File: config.mk
export PLATFORM = sky130hd
export DESIGN_NAME = header_length_checksum_deframer
export DESIGN_NICKNAME = d
export VERILOG_FILES = /design/src/rtl/hlcd_pkg.sv /design/src/rtl/header_length_checksum_deframer.sv
export SDC_FILE = /design/constraint.sdc
export NUM_CORES = 1
export LEC_CHECK = 0
export BUFFER_PORTS_ARGS = -buffer_cell sky130_fd_sc_hd__buf_2
export CORE_AREA = 3 3 208 210
export CTS_CLUSTER_SIZE = 16
export DETAILED_ROUTE_END_ITERATION = 10
export DIE_AREA = 0 0 211 213
export PLACE_DENSITY = 0.74
export SYNTH_ARGS = -nofsm -noshare
export SYNTH_HDL_FRONTEND = slang
export SYNTH_SLANG_ARGS = --single-unit
File: constraint.sdc
create_clock -name aclk -period 2.5 [get_ports aclk]
set_input_delay 0 -clock aclk [delete_from_list [all_inputs] [get_ports aclk]]
set_output_delay 0 -clock aclk [all_outputs]
set_load 0.005 [all_outputs]
File: src/rtl/hlcd_pkg.sv
// Shared constants and types for the header/length/checksum deframer.
// No dependencies.
`timescale 1ns / 1ps

package hlcd_pkg;

    // Frame store geometry: header, function, two length bytes, payload, checksum
    localparam int unsigned MAX_PAYLOAD = 59;
    localparam int unsigned STORE_DEPTH = MAX_PAYLOAD + 5;
    localparam int unsigned ADDR_W      = $clog2(STORE_DEPTH);
    localparam int unsigned LEN_W       = 16;

    typedef logic [2:0] phase_t;
    typedef logic [1:0] status_t;

    localparam logic [7:0] HDR_RESET = 8'hA5;

    // Parser phases
    localparam phase_t PH_HUNT = 3'd0;
    localparam phase_t PH_FUNC = 3'd1;
    localparam phase_t PH_LEN  = 3'd2;
    localparam phase_t PH_PAY  = 3'd3;
    localparam phase_t PH_SUM  = 3'd4;
    localparam phase_t PH_EMIT = 3'd5;

    // Result status codes
    localparam status_t ST_OK      = 2'd0;
    localparam status_t ST_SUM_ERR = 2'd1;
    localparam status_t ST_LEN_ERR = 2'd2;

    // Fixed store offsets
    localparam logic [ADDR_W-1:0] ADDR_HDR     = ADDR_W'(0);
    localparam logic [ADDR_W-1:0] ADDR_FUNC    = ADDR_W'(1);
    localparam logic [ADDR_W-1:0] ADDR_LEN     = ADDR_W'(2);
    localparam logic [ADDR_W-1:0] ADDR_PAY     = ADDR_W'(4);

endpackage

File: src/rtl/header_length_checksum_deframer.sv
// Top level of the header/length/sum-8 checksum deframer with its frame store.
// Depends on hlcd_pkg.
`timescale 1ns / 1ps

// Byte-stream deframer. Received bytes enter on the s_ side, one item per
// byte. The block hunts for the header byte (cfg register, 0xA5 after reset),
// then takes a function code, a big-endian 16-bit length, that many payload
// bytes and a checksum equal to the 8-bit sum of function, length and
// payload. Every frame byte is written into a 64-entry frame store. A good
// frame is replayed from the store on the m_ side, header through checksum,
// m_tuser = 0, m_tlast on the checksum byte. A bad checksum gives one item
// with m_tuser = 1 and the computed sum; a length above 59 gives one item
// with m_tuser = 2 and data zero, flagged when the second length byte
// arrives. Both error items carry m_tlast. Rate: while parsing, one input
// byte is taken per cycle whenever the output register is empty or being
// drained. After a good checksum the block holds s_tready low while it
// replays the N+5 bytes. Store reads are registered, one in flight at a
// time. Non-header bytes while hunting give nothing.
module header_length_checksum_deframer (
    input  logic       aclk,
    input  logic       aresetn,
    // configuration: header byte value
    input  logic       cfg_wr_en,
    input  logic [7:0] cfg_wr_data,
    // received bytes
    input  logic       s_tvalid,
    output logic       s_tready,
    input  logic [7:0] s_tdata,    // [7:0] rx_byte
    // results
    output logic       m_tvalid,
    input  logic       m_tready,
    output logic [7:0] m_tdata,    // [7:0] frame_byte
    output logic [1:0] m_tuser,    // [1:0] status
    output logic       m_tlast
);

    localparam int unsigned AW = hlcd_pkg::ADDR_W;
    localparam int unsigned LW = hlcd_pkg::LEN_W;

    // ---------------------------------------------------------------
    // Frame store: one write port, one registered read port
    // ---------------------------------------------------------------
    logic [7:0]    store_mem [hlcd_pkg::STORE_DEPTH];
    logic          wr_en;
    logic [AW-1:0] wr_addr;
    logic          rd_en;
    logic [7:0]    rd_data_reg;

    // ---------------------------------------------------------------
    // Control state
    // ---------------------------------------------------------------
    logic [7:0]        hdr_reg;
    hlcd_pkg::phase_t  phase_reg, phase_next;
    logic              len_idx_reg, len_idx_next;
    logic [AW-1:0]     pay_idx_reg, pay_idx_next;
    logic [LW-1:0]     len_reg, len_next;
    logic [7:0]        sum_reg, sum_next;
    logic [AW-1:0]     emit_addr_reg, emit_addr_next;
    logic              rd_pend_reg, rd_pend_next;
    logic              rd_last_reg, rd_last_next;
    logic              rd_done_reg, rd_done_next;

    // output register
    logic              m_valid_reg, m_valid_next;
    logic [7:0]        m_data_reg, m_data_next;
    hlcd_pkg::status_t m_user_reg, m_user_next;
    logic              m_last_reg, m_last_next;

    logic          out_free;
    logic          s_accept;
    logic [7:0]    sum_add;
    logic [LW-1:0] len_full;
    logic [LW-1:0] pay_cnt;
    logic [AW-1:0] emit_last_addr;

    always_ff @(posedge aclk) begin
        if (wr_en) begin
            store_mem[wr_addr] <= s_tdata;
        end
        if (rd_en) begin
            rd_data_reg <= store_mem[emit_addr_reg];
        end
    end

    assign out_free       = !m_valid_reg || m_tready;
    assign s_tready       = (phase_reg != hlcd_pkg::PH_EMIT) && out_free;
    assign s_accept       = s_tvalid && s_tready;
    assign sum_add        = sum_reg + s_tdata;
    assign len_full       = {len_reg[LW-1:8], s_tdata};
    assign pay_cnt        = LW'(pay_idx_reg) + LW'(1);
    // checksum sits at length + 4; length is at most MAX_PAYLOAD here
    assign emit_last_addr = len_reg[AW-1:0] + hlcd_pkg::ADDR_PAY;

    // replay reads: one in flight, only when the output slot will be free
    assign rd_en = (phase_reg == hlcd_pkg::PH_EMIT) && !rd_pend_reg && !rd_done_reg
                   && out_free;

    always_comb begin
        phase_next     = phase_reg;
        len_idx_next   = len_idx_reg;
        pay_idx_next   = pay_idx_reg;
        len_next       = len_reg;
        sum_next       = sum_reg;
        emit_addr_next = emit_addr_reg;
        rd_pend_next   = rd_en;
        rd_last_next   = rd_last_reg;
        rd_done_next   = rd_done_reg;
        wr_en          = 1'b0;
        wr_addr        = hlcd_pkg::ADDR_HDR;
        m_valid_next   = m_valid_reg && !m_tready;
        m_data_next    = m_data_reg;
        m_user_next    = m_user_reg;
        m_last_next    = m_last_reg;

        if (s_accept) begin
            unique case (phase_reg)
                hlcd_pkg::PH_FUNC: begin
                    wr_en        = 1'b1;
                    wr_addr      = hlcd_pkg::ADDR_FUNC;
                    sum_next     = sum_add;
                    len_idx_next = 1'b0;
                    phase_next   = hlcd_pkg::PH_LEN;
                end
                hlcd_pkg::PH_LEN: begin
                    wr_en    = 1'b1;
                    wr_addr  = hlcd_pkg::ADDR_LEN | AW'(len_idx_reg);
                    sum_next = sum_add;
                    if (!len_idx_reg) begin
                        len_next     = {s_tdata, len_reg[7:0]};
                        len_idx_next = 1'b1;
                    end else begin
                        len_next     = len_full;
                        len_idx_next = 1'b0;
                        pay_idx_next = '0;
                        if (len_full == '0) begin
                            phase_next = hlcd_pkg::PH_SUM;
                        end else if (len_full > LW'(hlcd_pkg::MAX_PAYLOAD)) begin
                            // oversize: flag and drop the frame
                            m_valid_next = 1'b1;
                            m_data_next  = 8'd0;
                            m_user_next  = hlcd_pkg::ST_LEN_ERR;
                            m_last_next  = 1'b1;
                            sum_next     = 8'd0;
                            phase_next   = hlcd_pkg::PH_HUNT;
                        end else begin
                            phase_next = hlcd_pkg::PH_PAY;
                        end
                    end
                end
                hlcd_pkg::PH_PAY: begin
                    wr_en    = 1'b1;
                    wr_addr  = hlcd_pkg::ADDR_PAY + pay_idx_reg;
                    sum_next = sum_add;
                    if (pay_cnt >= len_reg) begin
                        pay_idx_next = '0;
                        phase_next   = hlcd_pkg::PH_SUM;
                    end else begin
                        pay_idx_next = pay_idx_reg + AW'(1);
                    end
                end
                hlcd_pkg::PH_SUM: begin
                    if (sum_reg == s_tdata) begin
                        wr_en          = 1'b1;
                        wr_addr        = emit_last_addr;
                        emit_addr_next = '0;
                        rd_done_next   = 1'b0;
                        rd_last_next   = 1'b0;
                        phase_next     = hlcd_pkg::PH_EMIT;
                    end else begin
                        m_valid_next = 1'b1;
                        m_data_next  = sum_reg;
                        m_user_next  = hlcd_pkg::ST_SUM_ERR;
                        m_last_next  = 1'b1;
                        phase_next   = hlcd_pkg::PH_HUNT;
                    end
                    sum_next     = 8'd0;
                    pay_idx_next = '0;
                    len_idx_next = 1'b0;
                end
                default: begin
                    // hunting; unused codes behave the same
                    phase_next = hlcd_pkg::PH_HUNT;
                    if (s_tdata == hdr_reg) begin
                        wr_en      = 1'b1;
                        wr_addr    = hlcd_pkg::ADDR_HDR;
                        sum_next   = 8'd0;
                        phase_next = hlcd_pkg::PH_FUNC;
                    end
                end
            endcase
        end

        // replay sequencing
        if (rd_en) begin
            rd_last_next   = (emit_addr_reg == emit_last_addr);
            rd_done_next   = (emit_addr_reg == emit_last_addr);
            emit_addr_next = emit_addr_reg + AW'(1);
        end
        if (rd_pend_reg) begin
            m_valid_next = 1'b1;
            m_data_next  = rd_data_reg;
            m_user_next  = hlcd_pkg::ST_OK;
            m_last_next  = rd_last_reg;
            if (rd_last_reg) begin
                phase_next   = hlcd_pkg::PH_HUNT;
                rd_last_next = 1'b0;
            end
        end
    end

    always_ff @(posedge aclk) begin
        if (!aresetn) begin
            hdr_reg       <= hlcd_pkg::HDR_RESET;
            phase_reg     <= hlcd_pkg::PH_HUNT;
            len_idx_reg   <= 1'b0;
            pay_idx_reg   <= '0;
            len_reg       <= '0;
            sum_reg       <= 8'd0;
            emit_addr_reg <= '0;
            rd_pend_reg   <= 1'b0;
            rd_last_reg   <= 1'b0;
            rd_done_reg   <= 1'b0;
            m_valid_reg   <= 1'b0;
        end else begin
            if (cfg_wr_en) begin
                hdr_reg <= cfg_wr_data;
            end
            phase_reg     <= phase_next;
            len_idx_reg   <= len_idx_next;
            pay_idx_reg   <= pay_idx_next;
            len_reg       <= len_next;
            sum_reg       <= sum_next;
            emit_addr_reg <= emit_addr_next;
            rd_pend_reg   <= rd_pend_next;
            rd_last_reg   <= rd_last_next;
            rd_done_reg   <= rd_done_next;
            m_valid_reg   <= m_valid_next;
        end
    end

    // payload of the output register
    always_ff @(posedge aclk) begin
        m_data_reg <= m_data_next;
        m_user_reg <= m_user_next;
        m_last_reg <= m_last_next;
    end

    assign m_tvalid = m_valid_reg;
    assign m_tdata  = m_data_reg;
    assign m_tuser  = m_user_reg;
    assign m_tlast  = m_last_reg;

    // ---------------------------------------------------------------
    // Assertions
    // ---------------------------------------------------------------
    // a store read in flight always finds the output slot empty
    a_pend_slot_free: assert property (@(posedge aclk) disable iff (!aresetn)
        rd_pend_reg |-> !m_valid_reg)
        else $error("replay read landed on an occupied output register");

    // replay reads only happen during emission
    a_pend_in_emit: assert property (@(posedge aclk) disable iff (!aresetn)
        rd_pend_reg |-> (phase_reg == hlcd_pkg::PH_EMIT))
        else $error("store read in flight outside emission");

    // input is held off for the whole replay
    a_no_input_emit: assert property (@(posedge aclk) disable iff (!aresetn)
        (phase_reg == hlcd_pkg::PH_EMIT) |-> !s_tready)
        else $error("input accepted during frame replay");

    // every error item closes its run
    a_err_last: assert property (@(posedge aclk) disable iff (!aresetn)
        (m_tvalid && (m_tuser != hlcd_pkg::ST_OK)) |-> m_tlast)
        else $error("error item without last");

endmodule
# == Yosys cells after proc, flatten, opt, wreduce, memory -nomap -nowiden ==
# Memories as Yosys holds them, arrays and structs flattened. A register that Yosys moved wholly into a read port is not among the register bits.
# Cells that the tools add are included.
# op_classes
add_sub_neg,6
order_cmp,2
eq_ne,17
n_mux,69
bitwise,1
reduce_logical,32
# op_table
operator,count
two-way mux 8 bit,10
two-way mux 6 bit,8
two-way mux 1 bit,29
case mux 6 bit (4 select lines),1
case mux 8 bit (3 select lines),1
two-way mux 3 bit,7
case mux 6 bit (3 select lines),1
== test 8 bit,2
>= comparator 7 x 16 -> 1 bit,1
> comparator 16 x 6 -> 1 bit (second input constant),1
zero test 16 bit,1
case mux 8 bit (2 select lines),1
!= test 3 bit (second input constant),5
adder 6 x 1 -> 6 bit (second input constant),2
case mux 3 bit (4 select lines),1
AND reduction 3 bit,4
AND reduction 6 bit,2
nonzero test 2 bit,6
two-way mux 2 bit,5
adder 8 bit,1
!= test 2 bit (second input constant),4
case mux 1 bit (2 select lines),4
adder 6 x 1 -> 7 bit (second input constant),1
adder 3 x 6 -> 6 bit (first input constant),1
other kinds (15),28
# totals
ff_bits,63
mem_bits_rw,512
output_inout_bits,13
wordCells,143
mem_count,1
# mem_list
name,words,width,rd,rd_ports_with_merged_regs,wr,line_no,text
store_mem,64,8,1,1,1,header_length_checksum_deframer.sv:43,logic [7:0] store_mem [hlcd_pkg::STORE_DEPTH];

# == Depth between registers and ports, before layout ==
# depth
word_depth,8
depth_mapped,10
ltp_nobuf,10

# == Worst setup path before layout ==
# OpenSTA, ideal clock, no wires.
# synth_path
path_type,register to register
start,reg sum_reg[4]
end,mem store_mem[16][0] (enable)
arrival_ps,2394
required_ps,2130
path_slack_ps,-264
path_stages_with_launch,9
path_buffers,1
period_less_slack_ps,2764
cell_sequence,dfxtp_1 -> ha_1 -> nor4_1 -> and4_1 -> buf_2 -> o2bb2ai_1 -> nor3b_1 -> nand2_1 -> nor2_1
# synth_via
elab_chain_len,6
word_cells_on_any_way,9
cone_classes,eq/ne: 1; mux: 8
# synth_rtl
element,line_no,text
from (decl),header_length_checksum_deframer.sv:57,"logic [7:0] sum_reg, sum_next;"
from (signal assigned),header_length_checksum_deframer.sv:232,sum_reg <= sum_next;
== test 8 bit *,header_length_checksum_deframer.sv:162,if (sum_reg == s_tdata) begin
two-way mux 1 bit,header_length_checksum_deframer.sv:162,
case mux 1 bit (2 select lines),header_length_checksum_deframer.sv:116,unique case (phase_reg)
two-way mux 1 bit,header_length_checksum_deframer.sv:115,if (s_accept) begin
two-way mux 1 bit,header_length_checksum_deframer.sv:77,if (wr_en) begin
two-way mux 1 bit (implied by the code),header_length_checksum_deframer.sv:78,store_mem[wr_addr] <= s_tdata;
to (decl),header_length_checksum_deframer.sv:43,
# Mark *: on every way between the ends. The rest lies on a longest branch, timed or not.

# == Final worst setup path ==
# layout_path
start,reg phase_reg[0]
end,mem store_mem[43][5] (enable)
# layout_via
elab_chain_len,6
word_cells_on_any_way,14
cone_classes,eq/ne: 5; mux: 6; reduce/logical: 3
# layout_rtl
element,line_no,text
from (decl),header_length_checksum_deframer.sv:53,"hlcd_pkg::phase_t phase_reg, phase_next;"
from (signal assigned),header_length_checksum_deframer.sv:214,phase_reg <= hlcd_pkg::PH_HUNT;
from (signal assigned),header_length_checksum_deframer.sv:228,phase_reg <= phase_next;
"== test 3 x 2 -> 1 bit, or another cell as far along",header_length_checksum_deframer.sv:116,
OR reduction 3 bit (no line) / logical AND 1 bit (equally long branches),n/a,
case mux 1 bit (2 select lines) / logical AND 1 bit (equally long branches),"header_length_checksum_deframer.sv:116, header_length_checksum_deframer.sv:87",
two-way mux 1 bit,header_length_checksum_deframer.sv:115,
two-way mux 1 bit,header_length_checksum_deframer.sv:77,
two-way mux 1 bit (implied by the code),header_length_checksum_deframer.sv:78,
# Several ways; a longest one is shown, not always the timed one.

==> results.txt <==
----------------------------------------------------
[Status]
  Status ... finished with violations
  Failing checks ... setup timing

[Yosys]
  Fraction of registers with async set/reset ... 0%
  Most used DFF post-synth ... edfxtp_1
  Flop and latch count out of synthesis ... 583
  Synthesized net count ... roughly 1300
  Cell area after technology mapping ... 23700 µm²
  Mean area per synthesized cell ... around 18 µm²
  Unique masters post-synth ... 62
  Number of enable flip-flop cells after synthesis ... 529
  Cell count after synthesis ... around 1300
  Proportion of synthesized chip area in sequential cells ... 71.7%
  Total number of yosys warnings ... 0

[Clock tree]
  Worst-skew pair later-pin latency ... 610 ps
  Number of levels in the clock H-tree ... 2
  Clock transition at path regs ... ~60 ps
  Master cell of the clock root buffer ... clkbuf_16
  Max clock buf depth ... 3
  Number of buffers added by the clock tree synthesis step ... 56
  CTS tree ... done
  Clk sinks ... a little under 600

[GRT]
  Number of global-route vias before repair ... 13600
  GRT Resource Usage Total ... a little over a quarter
  Maximum number of pins on one net before global-route repair ... 69
  Final global-route overflow total ... 0
  Antenna violations before repair ... 1
  Wire length of the first global-routing pass ... around 87 mm

[Floorplan]
  Horizontal extent of the die ... around 210 µm
  Vertical die dimension ... approximately 210 µm
  Core Region ... 41800 µm²
  Area enclosed by the die boundary ... 44900 µm²
  Effective utilization at floorplan ... 56.7%
  Cell row count ... 75
  I/O pins ... 34

[STA]
  Post-route minimum period ... between 2000 and 3000 ps
  Final setup fails ... about 420
  Period utilization ... 104%
  Count of pins over their slew limit ... 0
  RSZ-0062 raised after global routing ... yes
  Highest clock frequency the design can meet ... about 0.38 GHz
  Transition time of the tightest slew-check pin ... 846 ps
  Setup TNS ... -17480 ps
  Hold violation total from the final report ... 0
  Largest clock skew in the final design ... 11.9 ps
  Worst slew margin ... a little over two fifths
  Worst Setup Slack, final ... -111 ps

[Worst setup path]
  CP Capture Point ... store_mem[43][5]$_DFFE_PP_
  Worst R2R End ... store_mem[43][5]$_DFFE_PP_
  Category of the worst setup path capture point ... flip-flop
  Kind of start point of the critical path ... flip-flop
  R2r setup slk ... -110 ps
  Data required time at the worst endpoint ... approximately 2800 ps
  Launch point of the worst path ... phase_reg[0]$_SDFF_PN0_
  Length in cells of the worst reg-to-reg path ... 10
  Kind of critical path ... flip-flop to flip-flop
  Critical Path Fanout Max ... 8
  Reg2reg start ... phase_reg[0]$_SDFF_PN0_
  Arrival time reported for the critical path endpoint ... slightly below 3000 ps

[Cells and area]
  Share of post-route cells with drive strength above 1 ... 38.5%
  Area of the multi-input gates ... 7080 µm²
  Leading cell types in the layout, fill and taps excluded ... edfxtp_1 (529), mux4_2 (150), buf_4 (148), clkbuf_16 (61), nand2_1 (60)
  Number of standard cells in the final layout excluding fillers ... roughly 2100
  Flip-flop count of the largest register after layout ... slightly above 500
  Count of fill cells added during filler insertion ... 2380
  Share of the core filled with cells ... between 70% and 80%
  Commonest non-fill, non-tap cell in the layout ... edfxtp_1
  Final design instance area without fill ... roughly 29000 µm²
  Number of diodes ... 0
  Layout-stage area growth over the synthesis result ... 24.3%
  Reg area ... ~17000 µm²
  Final nets ... between 1500 and 2000

[Power and ir drop]
  Leakage power ... between 9 and 10 nW
  Post-layout total power ... 19.3 mW
  Total power divided by cell area ... about 650 nW/µm²
  Worst VDD drop ... between 0.5 and 0.6 mV

[Routing]
  Total number of vias ... roughly 14000
  DRC Markers ... 0
  DR WL/cell ... 28.3 µm
  Post-route antenna net violation count ... 0
  Count of routing violations after the opening detailed-route iteration ... between 1500 and 2000
  Total length of routed wires ... 60.8 mm
  Via/cell ratio ... ~6.4
  Total iterations of the first detailed-routing run ... 6

[Placement]
  Final HPWL from detailed placement ... between 30 and 40 mm
  Number of placed instances with taps included ... 1984
  RD Place Congestion ... 0.928
  Number of port buffers ... 33
  Placed Instance Area ... between 20000 and 30000 µm²

[Job]
  Max_cap viols ... 0

[Min path]
  Hold Path Class ... input pin to flip-flop

----------------------------------------------------
[synthesized netlist by cell type (all sizes together) (3+ instances only)]
cell type	n	area, µm²
edfxtp	529	15900
mux4	150	3380
nor2	109	409
nand2	67	251
dfxtp	54	1080
mux2i	39	390
clkbuf	34	128
buf	33	191
a21oi	30	154
nand3	22	110
o21ai	19	95.1
xor2	19	166
ha	18	225
inv	17	63.8
nand3b	15	113
nand2b	9	56.3
nor4	9	56.3
xnor2	9	78.8
a221o	8	80.1
a22oi	7	52.6
a31oi	7	50.1
a32o	7	70.1
a21o	6	45.0
nor3	6	30.0
nor2b	5	31.3
a211oi	4	30.0
nand4	4	25.0
nor3b	4	35.0
o22ai	4	25.0
or2	4	25.0
a2bb2oi	3	26.3
and2	3	18.8
o21bai	3	22.5
or3	3	18.8
[cell families after synthesis]
family | count (synthesis) | share of synthesized area (%)
AOI/OAI and AO/OA | 112 | 3.26
xor gates and xnor gates | 28 | 1.04
adders and majority gates | 19 | 1.04
buffers and inverters | 85 | 1.63
DFF | 583 | 71.7
muxes | 191 | 16.0
and+or+nand+nor | 269 | 5.30
[area by class of cell]
class | instances | area share, %
flip-flops and latches | 583 | 57.8
multi-input cells | 619 | 24.1
repair buffers | 287 | 9.52
clock buffers | 71 | 5.20
well taps | 539 | 2.29
clock inverters | 31 | 0.898
inverters | 18 | 0.230
[worst max-delay path, cell delays in order, from the launching register on]
cell	delay, ps
dfxtp_1	350
buf_4	160
nor3b_4	350
and4_4	320
buf_6	130
a2bb2oi_2	80
nor2b_2	180
nand3_2	180
buf_12	210
nor2_1	150
buf_4	210
[layer usage]
layer  GRT usage, %  wire (µm)
met5              0         14
met4           10.7       2840
met3           5.29       5700
met2           42.6      29400
met1           36.6      22800
[how the worst min path moves through the flow]
| stage | to | startpoint | depth (start not counted) | slack, ps |
|---|---|---|---|---|
| CTS | sum_reg[5]$_SDFFE_PN0P_ | s_tdata[5] | 6 | 30 |
| floorplan | store_mem[0][0]$_DFFE_PP_ | s_tdata[0] | 0 | 100 |
| detailed placement | hdr_reg[2]$_SDFFE_PN1P_ | cfg_wr_data[2] | 3 | 220 |
| global route | sum_reg[0]$_SDFFE_PN0P_ | s_tdata[0] | 4 | 40 |
| finish | sum_reg[0]$_SDFFE_PN0P_ | s_tdata[0] | 4 | 30 |
| global placement | hdr_reg[0]$_SDFFE_PN1P_ | cfg_wr_data[0] | 3 | 220 |
[through the flow]
stage               setup slack (ps)  hold WS, ps
floorplan                       -212         98.9
global placement                -406          217
detailed placement              -474          223
CTS                            -65.5         27.6
global route                    -188         40.3
finish                          -111         26.5
[power by group]
| part | leakage [nW] | switching (mW) | internal, mW | total, mW |
|---|---|---|---|---|
| registers | 5.22 | 0.00623 | 10.6 | 10.6 |
| clock network | 0.881 | 3.54 | 4.72 | 8.26 |
| logic | 3.57 | 0.261 | 0.106 | 0.367 |
| total | 9.66 | 3.81 | 15.4 | 19.3 |
[repair_timing]
item / in CTS / in global routing
resized for setup: 93 / 91
setup endpoints to repair: 529 / 526
endpoints found under the hold margin: 20 / 0
gates cloned: 0 / 5
buffers inserted: 15 / 20
pin swaps: 30 / 46
hold buffers: 23 / 0
Power figures use the tool's default switching activity.
